===== src/hw/rtl/utf8s_pkg.sv =====
// ----------------------------------------------------------------------------
// utf8s_pkg
// Types, constants and helpers of the UTF-8 sanitizer.
// ----------------------------------------------------------------------------
`timescale 1ns / 1ps

package utf8s_pkg;

    localparam int UNITS_MAX  = 4;
    localparam int HELD_DEPTH = 3;

    // replacement character U+FFFD
    localparam logic [7:0] REPL_B0 = 8'hEF;
    localparam logic [7:0] REPL_B1 = 8'hBF;
    localparam logic [7:0] REPL_B2 = 8'hBD;

    localparam logic [1:0] SUB_FIRST = 2'd0;
    localparam logic [1:0] SUB_MID   = 2'd1;
    localparam logic [1:0] SUB_LAST  = 2'd2;

    localparam logic [2:0] LEN_NONE  = 3'd0;
    localparam logic [2:0] LEN_TWO   = 3'd2;
    localparam logic [2:0] LEN_THREE = 3'd3;
    localparam logic [2:0] LEN_FOUR  = 3'd4;

    // one output unit: either a literal byte or a whole replacement char
    typedef struct packed {
        logic       repl;
        logic [7:0] lit;
    } t_unit;

    typedef struct packed {
        t_unit [UNITS_MAX-1:0] units;
        logic [2:0]            n_units;
        logic                  eot;
    } t_step_res;

    function automatic logic [2:0] lead_len(input logic [7:0] b);
        logic [2:0] len;
        len = LEN_NONE;
        if (b >= 8'hC2 && b <= 8'hDF) begin
            len = LEN_TWO;
        end else if (b >= 8'hE0 && b <= 8'hEF) begin
            len = LEN_THREE;
        end else if (b >= 8'hF0 && b <= 8'hF4) begin
            len = LEN_FOUR;
        end
        return len;
    endfunction

    // overlong / surrogate / out-of-range limits on the second byte
    function automatic logic second_ok(input logic [7:0] lead, input logic [7:0] b);
        logic ok;
        ok = 1'b1;
        if (lead == 8'hE0 && b < 8'hA0) ok = 1'b0;
        if (lead == 8'hED && b > 8'h9F) ok = 1'b0;
        if (lead == 8'hF0 && b < 8'h90) ok = 1'b0;
        if (lead == 8'hF4 && b > 8'h8F) ok = 1'b0;
        return ok;
    endfunction

    function automatic logic [7:0] repl_byte(input logic [1:0] sub);
        logic [7:0] v;
        unique case (sub)
            SUB_FIRST: v = REPL_B0;
            SUB_MID:   v = REPL_B1;
            SUB_LAST:  v = REPL_B2;
            default:   v = REPL_B2;
        endcase
        return v;
    endfunction

endpackage


===== src/hw/rtl/utf8_sanitizer_top.sv =====
// ----------------------------------------------------------------------------
// utf8_sanitizer_top
// Streaming UTF-8 validator that replaces bad sequences with U+FFFD.
// ----------------------------------------------------------------------------
// Usage:
//   Slave stream: one raw byte per transaction in i_s_axis_tdata, with
//   i_s_axis_tlast high on the final byte of a text. Master stream: one
//   sanitized byte per transaction; o_m_axis_tlast marks the last byte
//   caused by one input byte, o_m_axis_tuser marks the last byte of a text.
//   An input byte is held in the input register, is decoded and lands in
//   the result register, from which its first output byte is offered.
//   Throughput: one input byte per cycle while every byte maps to at most
//   one output byte (ASCII, or leads and continuations that are only held)
//   and the receiver keeps i_m_axis_tready high. An input byte that yields
//   N output bytes occupies the result register until all N are taken
//   (N up to 12: up to four units of one literal byte or a three-byte
//   replacement). A completed 2..4 byte sequence is emitted as one output
//   byte per input byte it had, so valid text keeps one byte/cycle while
//   the receiver accepts. Bytes that produce no output pass the input
//   register even while the result register is busy.
//   Reset (i_rst_n low, synchronous) drops the open sequence and any
//   pending output. A stalled receiver holds the current byte stable; the
//   input register then fills and o_s_axis_tready drops.
// ----------------------------------------------------------------------------
`timescale 1ns / 1ps

module utf8_sanitizer_top
    import utf8s_pkg::*;
(
    input  logic       i_clk,
    input  logic       i_rst_n,
    input  logic       i_s_axis_tvalid,
    output logic       o_s_axis_tready,
    input  logic [7:0] i_s_axis_tdata,   // [7:0] in_byte
    input  logic       i_s_axis_tlast,   // end_of_text
    output logic       o_m_axis_tvalid,
    input  logic       i_m_axis_tready,
    output logic [7:0] o_m_axis_tdata,   // [7:0] out_byte
    output logic       o_m_axis_tlast,   // last_of_run
    output logic       o_m_axis_tuser    // [0] text_done
);

    // input register
    logic       r_s1_valid;
    logic [7:0] r_s1_byte;
    logic       r_s1_eot;

    // open-sequence state; held bytes are payload and need no reset
    logic [7:0] r_held [HELD_DEPTH];
    logic [1:0] r_held_cnt;
    logic [2:0] r_seq_len;

    t_step_res  step_res;
    logic [1:0] held_cnt_nx;
    logic [2:0] seq_len_nx;
    logic       held_we;
    logic [1:0] held_widx;
    logic       emit_free;
    logic       move;
    logic       load;
    logic       s_xfer;

    utf8s_step u_step (
        .i_byte        (r_s1_byte),
        .i_eot         (r_s1_eot),
        .i_held        (r_held),
        .i_held_cnt    (r_held_cnt),
        .i_seq_len     (r_seq_len),
        .o_res         (step_res),
        .o_held_cnt_nx (held_cnt_nx),
        .o_seq_len_nx  (seq_len_nx),
        .o_held_we     (held_we),
        .o_held_widx   (held_widx)
    );

    // a byte with no output may retire while the result register is busy
    assign move   = r_s1_valid && (step_res.n_units == 3'd0 || emit_free);
    assign load   = move && (step_res.n_units != 3'd0);
    assign o_s_axis_tready = !r_s1_valid || move;
    assign s_xfer = i_s_axis_tvalid && o_s_axis_tready;

    utf8s_emit u_emit (
        .i_clk           (i_clk),
        .i_rst_n         (i_rst_n),
        .i_load          (load),
        .i_res           (step_res),
        .o_free          (emit_free),
        .o_m_axis_tvalid (o_m_axis_tvalid),
        .i_m_axis_tready (i_m_axis_tready),
        .o_m_axis_tdata  (o_m_axis_tdata),
        .o_m_axis_tlast  (o_m_axis_tlast),
        .o_m_axis_tuser  (o_m_axis_tuser)
    );

    always_ff @(posedge i_clk) begin
        if (!i_rst_n) begin
            r_s1_valid <= 1'b0;
            r_held_cnt <= 2'd0;
            r_seq_len  <= LEN_NONE;
        end else begin
            if (s_xfer) begin
                r_s1_valid <= 1'b1;
            end else if (move) begin
                r_s1_valid <= 1'b0;
            end
            if (move) begin
                r_held_cnt <= held_cnt_nx;
                r_seq_len  <= seq_len_nx;
            end
        end
    end

    always_ff @(posedge i_clk) begin
        if (s_xfer) begin
            r_s1_byte <= i_s_axis_tdata;
            r_s1_eot  <= i_s_axis_tlast;
        end
        if (move && held_we) begin
            r_held[held_widx] <= r_s1_byte;
        end
    end

endmodule


===== src/hw/rtl/utf8s_step.sv =====
// ----------------------------------------------------------------------------
// utf8s_step
// Decodes one byte against the open sequence: output unit list and next state.
// ----------------------------------------------------------------------------
`timescale 1ns / 1ps

module utf8s_step
    import utf8s_pkg::*;
(
    input  logic [7:0] i_byte,
    input  logic       i_eot,
    input  logic [7:0] i_held [HELD_DEPTH],
    input  logic [1:0] i_held_cnt,
    input  logic [2:0] i_seq_len,
    output t_step_res  o_res,
    output logic [1:0] o_held_cnt_nx,
    output logic [2:0] o_seq_len_nx,
    output logic       o_held_we,
    output logic [1:0] o_held_widx
);

    logic       cont_ok;
    logic [2:0] len;
    logic [1:0] nrep;
    logic       tail_en;
    logic       tail_repl;
    logic       pass;
    logic [7:0] src [UNITS_MAX];

    always_comb begin
        cont_ok = (i_byte[7:6] == 2'b10);
        if (i_held_cnt == 2'd1 && !second_ok(i_held[0], i_byte)) cont_ok = 1'b0;
        len           = lead_len(i_byte);
        nrep          = 2'd0;
        tail_en       = 1'b0;
        tail_repl     = 1'b0;
        pass          = 1'b0;
        o_held_cnt_nx = i_held_cnt;
        o_seq_len_nx  = i_seq_len;
        o_held_we     = 1'b0;
        o_held_widx   = i_held_cnt;

        if (i_held_cnt != 2'd0 && cont_ok) begin
            if ({1'b0, i_held_cnt} + 3'd1 == i_seq_len) begin
                // sequence complete: pass it through
                pass          = 1'b1;
                o_held_cnt_nx = 2'd0;
                o_seq_len_nx  = LEN_NONE;
            end else if (i_held_cnt != 2'd3) begin
                o_held_we = 1'b1;
                if (i_eot) begin
                    nrep          = i_held_cnt + 2'd1;
                    o_held_cnt_nx = 2'd0;
                    o_seq_len_nx  = LEN_NONE;
                end else begin
                    o_held_cnt_nx = i_held_cnt + 2'd1;
                end
            end else begin
                nrep          = 2'd3;
                o_held_cnt_nx = 2'd0;
                o_seq_len_nx  = LEN_NONE;
            end
        end else begin
            // flush whatever is held, then treat the byte as a new lead
            nrep          = i_held_cnt;
            o_held_cnt_nx = 2'd0;
            o_seq_len_nx  = LEN_NONE;
            if (!i_byte[7]) begin
                tail_en = 1'b1;
            end else if (len == LEN_NONE || i_eot) begin
                tail_en   = 1'b1;
                tail_repl = 1'b1;
            end else begin
                o_held_cnt_nx = 2'd1;
                o_seq_len_nx  = len;
                o_held_we     = 1'b1;
                o_held_widx   = 2'd0;
            end
        end
    end

    always_comb begin
        src[0] = i_held[0];
        src[1] = i_held[1];
        src[2] = i_held[2];
        src[3] = i_byte;
        for (int i = 0; i < UNITS_MAX; i++) begin
            o_res.units[i].repl = 1'b0;
            o_res.units[i].lit  = i_byte;
            if (pass) begin
                o_res.units[i].lit = (2'(i) == i_held_cnt) ? i_byte : src[i];
            end else if (2'(i) < nrep) begin
                o_res.units[i].repl = 1'b1;
            end else begin
                o_res.units[i].repl = tail_repl;
            end
        end
        o_res.n_units = pass ? ({1'b0, i_held_cnt} + 3'd1)
                             : ({1'b0, nrep} + {2'b00, tail_en});
        o_res.eot     = i_eot;
    end

endmodule


===== src/hw/rtl/utf8s_emit.sv =====
// ----------------------------------------------------------------------------
// utf8s_emit
// Result register: walks the unit list of one input and drives the output stream.
// ----------------------------------------------------------------------------
`timescale 1ns / 1ps

module utf8s_emit
    import utf8s_pkg::*;
(
    input  logic       i_clk,
    input  logic       i_rst_n,
    input  logic       i_load,
    input  t_step_res  i_res,
    output logic       o_free,
    output logic       o_m_axis_tvalid,
    input  logic       i_m_axis_tready,
    output logic [7:0] o_m_axis_tdata,   // [7:0] out_byte
    output logic       o_m_axis_tlast,   // last_of_run
    output logic       o_m_axis_tuser    // [0] text_done
);

    logic                  r_valid, n_valid;
    t_unit [UNITS_MAX-1:0] r_units;
    logic [2:0]            r_n;
    logic                  r_eot;
    logic [1:0]            r_idx, n_idx;
    logic [1:0]            r_sub, n_sub;

    t_unit cur;
    logic  last;
    logic  xfer;

    assign cur  = r_units[r_idx];
    assign last = ({1'b0, r_idx} + 3'd1 == r_n) && (!cur.repl || r_sub == SUB_LAST);
    assign xfer = r_valid && i_m_axis_tready;

    assign o_free          = !r_valid || (xfer && last);
    assign o_m_axis_tvalid = r_valid;
    assign o_m_axis_tdata  = cur.repl ? repl_byte(r_sub) : cur.lit;
    assign o_m_axis_tlast  = last;
    assign o_m_axis_tuser  = last && r_eot;

    always_comb begin
        n_valid = r_valid;
        n_idx   = r_idx;
        n_sub   = r_sub;
        if (i_load) begin
            n_valid = 1'b1;
            n_idx   = 2'd0;
            n_sub   = SUB_FIRST;
        end else if (xfer) begin
            if (last) begin
                n_valid = 1'b0;
            end else if (cur.repl && r_sub != SUB_LAST) begin
                n_sub = r_sub + 2'd1;
            end else begin
                n_idx = r_idx + 2'd1;
                n_sub = SUB_FIRST;
            end
        end
    end

    always_ff @(posedge i_clk) begin
        if (!i_rst_n) begin
            r_valid <= 1'b0;
            r_idx   <= 2'd0;
            r_sub   <= SUB_FIRST;
        end else begin
            r_valid <= n_valid;
            r_idx   <= n_idx;
            r_sub   <= n_sub;
        end
    end

    always_ff @(posedge i_clk) begin
        if (i_load) begin
            r_units <= i_res.units;
            r_n     <= i_res.n_units;
            r_eot   <= i_res.eot;
        end
    end

endmodule


===== config.mk =====
export PLATFORM = sky130hd
export DESIGN_NAME = utf8_sanitizer_top
export DESIGN_NICKNAME = d
export VERILOG_FILES = /design/src/hw/rtl/utf8s_pkg.sv /design/src/hw/rtl/utf8_sanitizer_top.sv /design/src/hw/rtl/utf8s_step.sv /design/src/hw/rtl/utf8s_emit.sv
export SDC_FILE = /design/constraint.sdc
export NUM_CORES = 1
export LEC_CHECK = 0
export BUFFER_PORTS_ARGS = -buffer_cell sky130_fd_sc_hd__buf_4
export CAP_MARGIN = 20
export CELL_PAD_IN_SITES_DETAIL_PLACEMENT = 2
export CELL_PAD_IN_SITES_GLOBAL_PLACEMENT = 2
export CORE_MARGIN = 1.5
export CORE_UTILIZATION = 45
export CTS_BUF_LIST = sky130_fd_sc_hd__clkbuf_4
export DETAILED_ROUTE_END_ITERATION = 7
export PLACE_DENSITY_LB_ADDON = 0.1
export SETUP_SLACK_MARGIN = 0.15
export SLEW_MARGIN = 10
export SYNTH_ARGS = -nofsm -noshare
export SYNTH_HDL_FRONTEND = slang
export SYNTH_HIERARCHICAL = 1
export SYNTH_SLANG_ARGS = --single-unit

===== constraint.sdc =====
create_clock -name i_clk -period 5.1 [get_ports i_clk]
set_clock_uncertainty 0.1 [all_clocks]
set_input_delay 1.275 -clock i_clk [delete_from_list [all_inputs] [get_ports i_clk]]
set_output_delay 1.275 -clock i_clk [all_outputs]
set_load 0.01 [all_outputs]

==> impl_metrics.env <==
export IMPL_relSlewSlack_pct=41.5
export IMPL_die_x_um=98.0
export IMPL_syn_nets=312
export IMPL_grt_start_max_net_pins=19
export IMPL_cp_start_kind="register"
export IMPL_syn2layout_area_growth_pct=15.1
export IMPL_final_antenna_net_count=0
export IMPL_vias=2557
export IMPL_place_ws_ps=399
export IMPL_slowest_delay_ps=490
export IMPL_path_common_cell="ha_1"
export IMPL_drt_wl_total_um=11100
export IMPL_antenna_found_initial=0
export IMPL_critPathSlowestCell="edfxtp_1"
export IMPL_cts_buffers=9
export IMPL_finish_utilization_pct=53.6
export IMPL_synth_edf_count=73
export IMPL_synthArstFlopShare_pct=0
export IMPL_cp_required_ps=3720
export IMPL_wl_per_cell_um=25.2
export IMPL_fin_crit_sh_pct=94.2
export IMPL_start_util_pct=46.5
export IMPL_synthDistinctLibCells=57
export IMPL_cp_top_family="simple AND/OR/NAND/NOR gates"
export IMPL_drt_first_pass_iters=4
export IMPL_clkSinkCount=84
export IMPL_hold_violations=0
export IMPL_arrival_ps=3430
export IMPL_grtUsageTotal_pct=22.7
export IMPL_clock_path_buffers=2
export IMPL_port_buffers=24
export IMPL_maxCapViolations=0
export IMPL_cp_max_fo=15
export IMPL_htreeDepth=3
export IMPL_synth_cells=288
export IMPL_layout_min_cycle_time_ps=4800
export IMPL_r2r_slack_ps=730
export IMPL_worstSetupPathType="register to output pin"
export IMPL_drt_iter0_markers=143
export IMPL_dieArea_um2=9600
export IMPL_clk_pin_slew_ps=150
export IMPL_grt_pass1_vias=2735
export IMPL_critPathCaptureType="output pin"
export IMPL_cts_tree="built"
export IMPL_ys_seq_area_share_pct=59.4
export IMPL_status="complete, no violations"
export IMPL_cts_root_buf="clkbuf_4"
export IMPL_p_leak_nw=1.64
export IMPL_via_per_inst=5.81
export IMPL_ys_ff_latch=84
export IMPL_grt_pass1_wl_um=16100
export IMPL_worst_pin_slew_ps=873
export IMPL_p_per_area_nw_per_um2=295
export IMPL_hpwl_um=7070
export IMPL_place_congestion=0.797
export IMPL_nNetsFinal=351
export IMPL_clock_latency_ps=440
export IMPL_row_count=34
export IMPL_antenna_cells=0
export IMPL_drive_gt1_share_pct=35.2
export IMPL_setup_tns_ps=0
export IMPL_holdCritPathClass="register to register"
export IMPL_grt_overflow_total=0
export IMPL_syn_area_um2=4060
export IMPL_crit_buf_inv=3
export IMPL_syn_area_per_cell_um2=14.1
export IMPL_timing_final_ws_setup_ps=295
export IMPL_yosysWarnings=6
export IMPL_drc_errors=0
export IMPL_setup_viol=0
export IMPL_cp_cell_sequence="or3b_1 > a221oi_2 > a21oi_1 > buf_6 > nand2_1 > o21ai_0 > ha_1 > ha_1 > mux2_4 > nor3_4 > nor3b_2 > inv_1 > buf_4"
export IMPL_maxSlewViolCount=0
export IMPL_peakVddDrop_mv=0.197
export IMPL_hold_buffers=0
export IMPL_synth_ff_type="edfxtp_1"
export IMPL_num_io_pins=25
export IMPL_dieHeight_um=98.0
export IMPL_max_freq_mhz=208
export IMPL_rsz0062_at_grt="false"
export IMPL_core_um2=8720
-- state kept, by name, indices dropped and copies added, names as in the netlist --
| name | cells |
|---|---|
| r_s1_eot | 1 |
| r_held | 24 |
| r_s1_byte | 8 |
| u_emit/r_idx | 2 |
| r_seq_len | 3 |
| u_emit/r_units | 36 |
| u_emit/r_eot | 1 |
| u_emit/r_sub | 2 |
| u_emit/r_n | 3 |
| u_emit/o_m_axis_tvalid | 1 |
| r_s1_valid | 1 |
| r_held_cnt | 2 |
-- layer usage --
metal | vias to the layer above | share of wire, % | wire length [um] | global-route usage [%]
met1 | 1326 | 42 | 4670 | 29.8
met2 | 60 | 53 | 5870 | 39.2
met4 | 0 | 1.0 | 114 | 6.37
li1 | 1161 | - | - | -
met3 | 10 | 3.8 | 424 | 3.51
met5 | - | 0 | 0 | 0
-- worst register-to-register path, cell delays in order (launching register included) --
cell	delay, ps
edfxtp_1	490
or3b_1	410
a221oi_2	320
a21oi_1	140
buf_6	170
nand2_1	90
o21ai_0	100
ha_1	220
ha_1	280
mux2_4	280
nor3_4	220
o21a_1	390
and2b_1	470
buf_4	370
-- final cells by class --
type | count | area, um2
clock buffer | 10 | 75.1
clock inverter | 6 | 93.8
fill | 801 | 4050
inverter | 9 | 37.5
multi-input combinational | 175 | 1550
sequential | 84 | 2420
tap | 108 | 135
timing repair buffer | 48 | 364
-- cells in the mapped netlist, types with 4 or more instances --
library cell	n	share of area (%)
mux2_2	14	3.9
buf_4	9	1.7
o21ai_0	6	0.74
dfxtp_1	11	5.4
nor2_1	14	1.3
edfxtp_1	73	54
clkbuf_1	6	0.55
nand2b_1	4	0.62
a21oi_1	13	1.6
or2_1	5	0.77
ha_1	11	3.4
nand2_1	23	2.1
mux2_4	9	3.3
nand3_1	4	0.49
buf_2	4	0.49
nand4_1	4	0.62
mux4_2	9	5.0
inv_1	9	0.83
mux2i_1	6	1.5
-- per-stage QoR --
step	power [mW]	instances	hold WS [ps]	cell area (um2)
CTS	1.38	432	412	4550
global route	1.43	440	456	4670
detailed placement	0.918	409	391	4320
floorplan	0.876	288	360	4060
global placement	0.908	409	377	4320
finish	1.38	440	408	4670
-- cell families after synthesis --
kind of cell / after synthesis / share of synthesized area [%]
DFF: 84 / 59.4
and+or+nand+nor: 79 / 10.4
AOI/OAI and AO/OA: 40 / 7.68
muxes: 39 / 14.0
buffers and inverters: 29 / 3.82
adders and majority gates: 11 / 3.39
xor gates and xnor gates: 6 / 1.29
-- report_power, final --
| part | leakage [nW] | total (mW) | internal, mW | switching (mW) |
|---|---|---|---|---|
| clock | 0.0876 | 0.465 | 0.209 | 0.256 |
| combinational | 0.788 | 0.117 | 0.0527 | 0.0642 |
| sequential | 0.767 | 0.796 | 0.777 | 0.0189 |
-- layout by cell type (no fill, tap or decap), types with 2 or more instances in the layout --
master	n
edfxtp_1	73
buf_4	47
nand2_1	23
mux2_2	14
nor2_1	13
a21oi_1	12
clkbuf_4	10
ha_1	10
dfxtp_1	9
mux4_2	9
mux2_4	9
inv_1	8
mux2i_1	6
o21ai_0	6
or2_1	5
nand4_1	4
nand3_1	4
nand2b_1	4
nor3_1	3
xor2_1	3
nand3b_1	3
nor2b_1	2
nor3b_1	2
o21a_1	2
clkinvlp_4	2
bufinv_16	2
inv_6	2
xnor2_1	2
or3b_1	2
a21o_1	2
-- final timing paths --
path              cells past startpoint            endpoint    startpoint
setup / recovery                     13     o_s_axis_tready    r_held[19]
hold / removal                        2        r_seq_len[2]  r_seq_len[2]
setup reg to reg                     13  u_emit/r_units[15]    r_held[19]
hold reg to reg                       2        r_seq_len[2]  r_seq_len[2]
-- repair_timing --
action                     4_1_cts  5_1_grt
gates resized for setup          4       13
pin swaps                        1        2
cloned                           0        0
buffers inserted                 7        8
setup endpoints to repair        1        1
(Power assumes the default switching activity.)
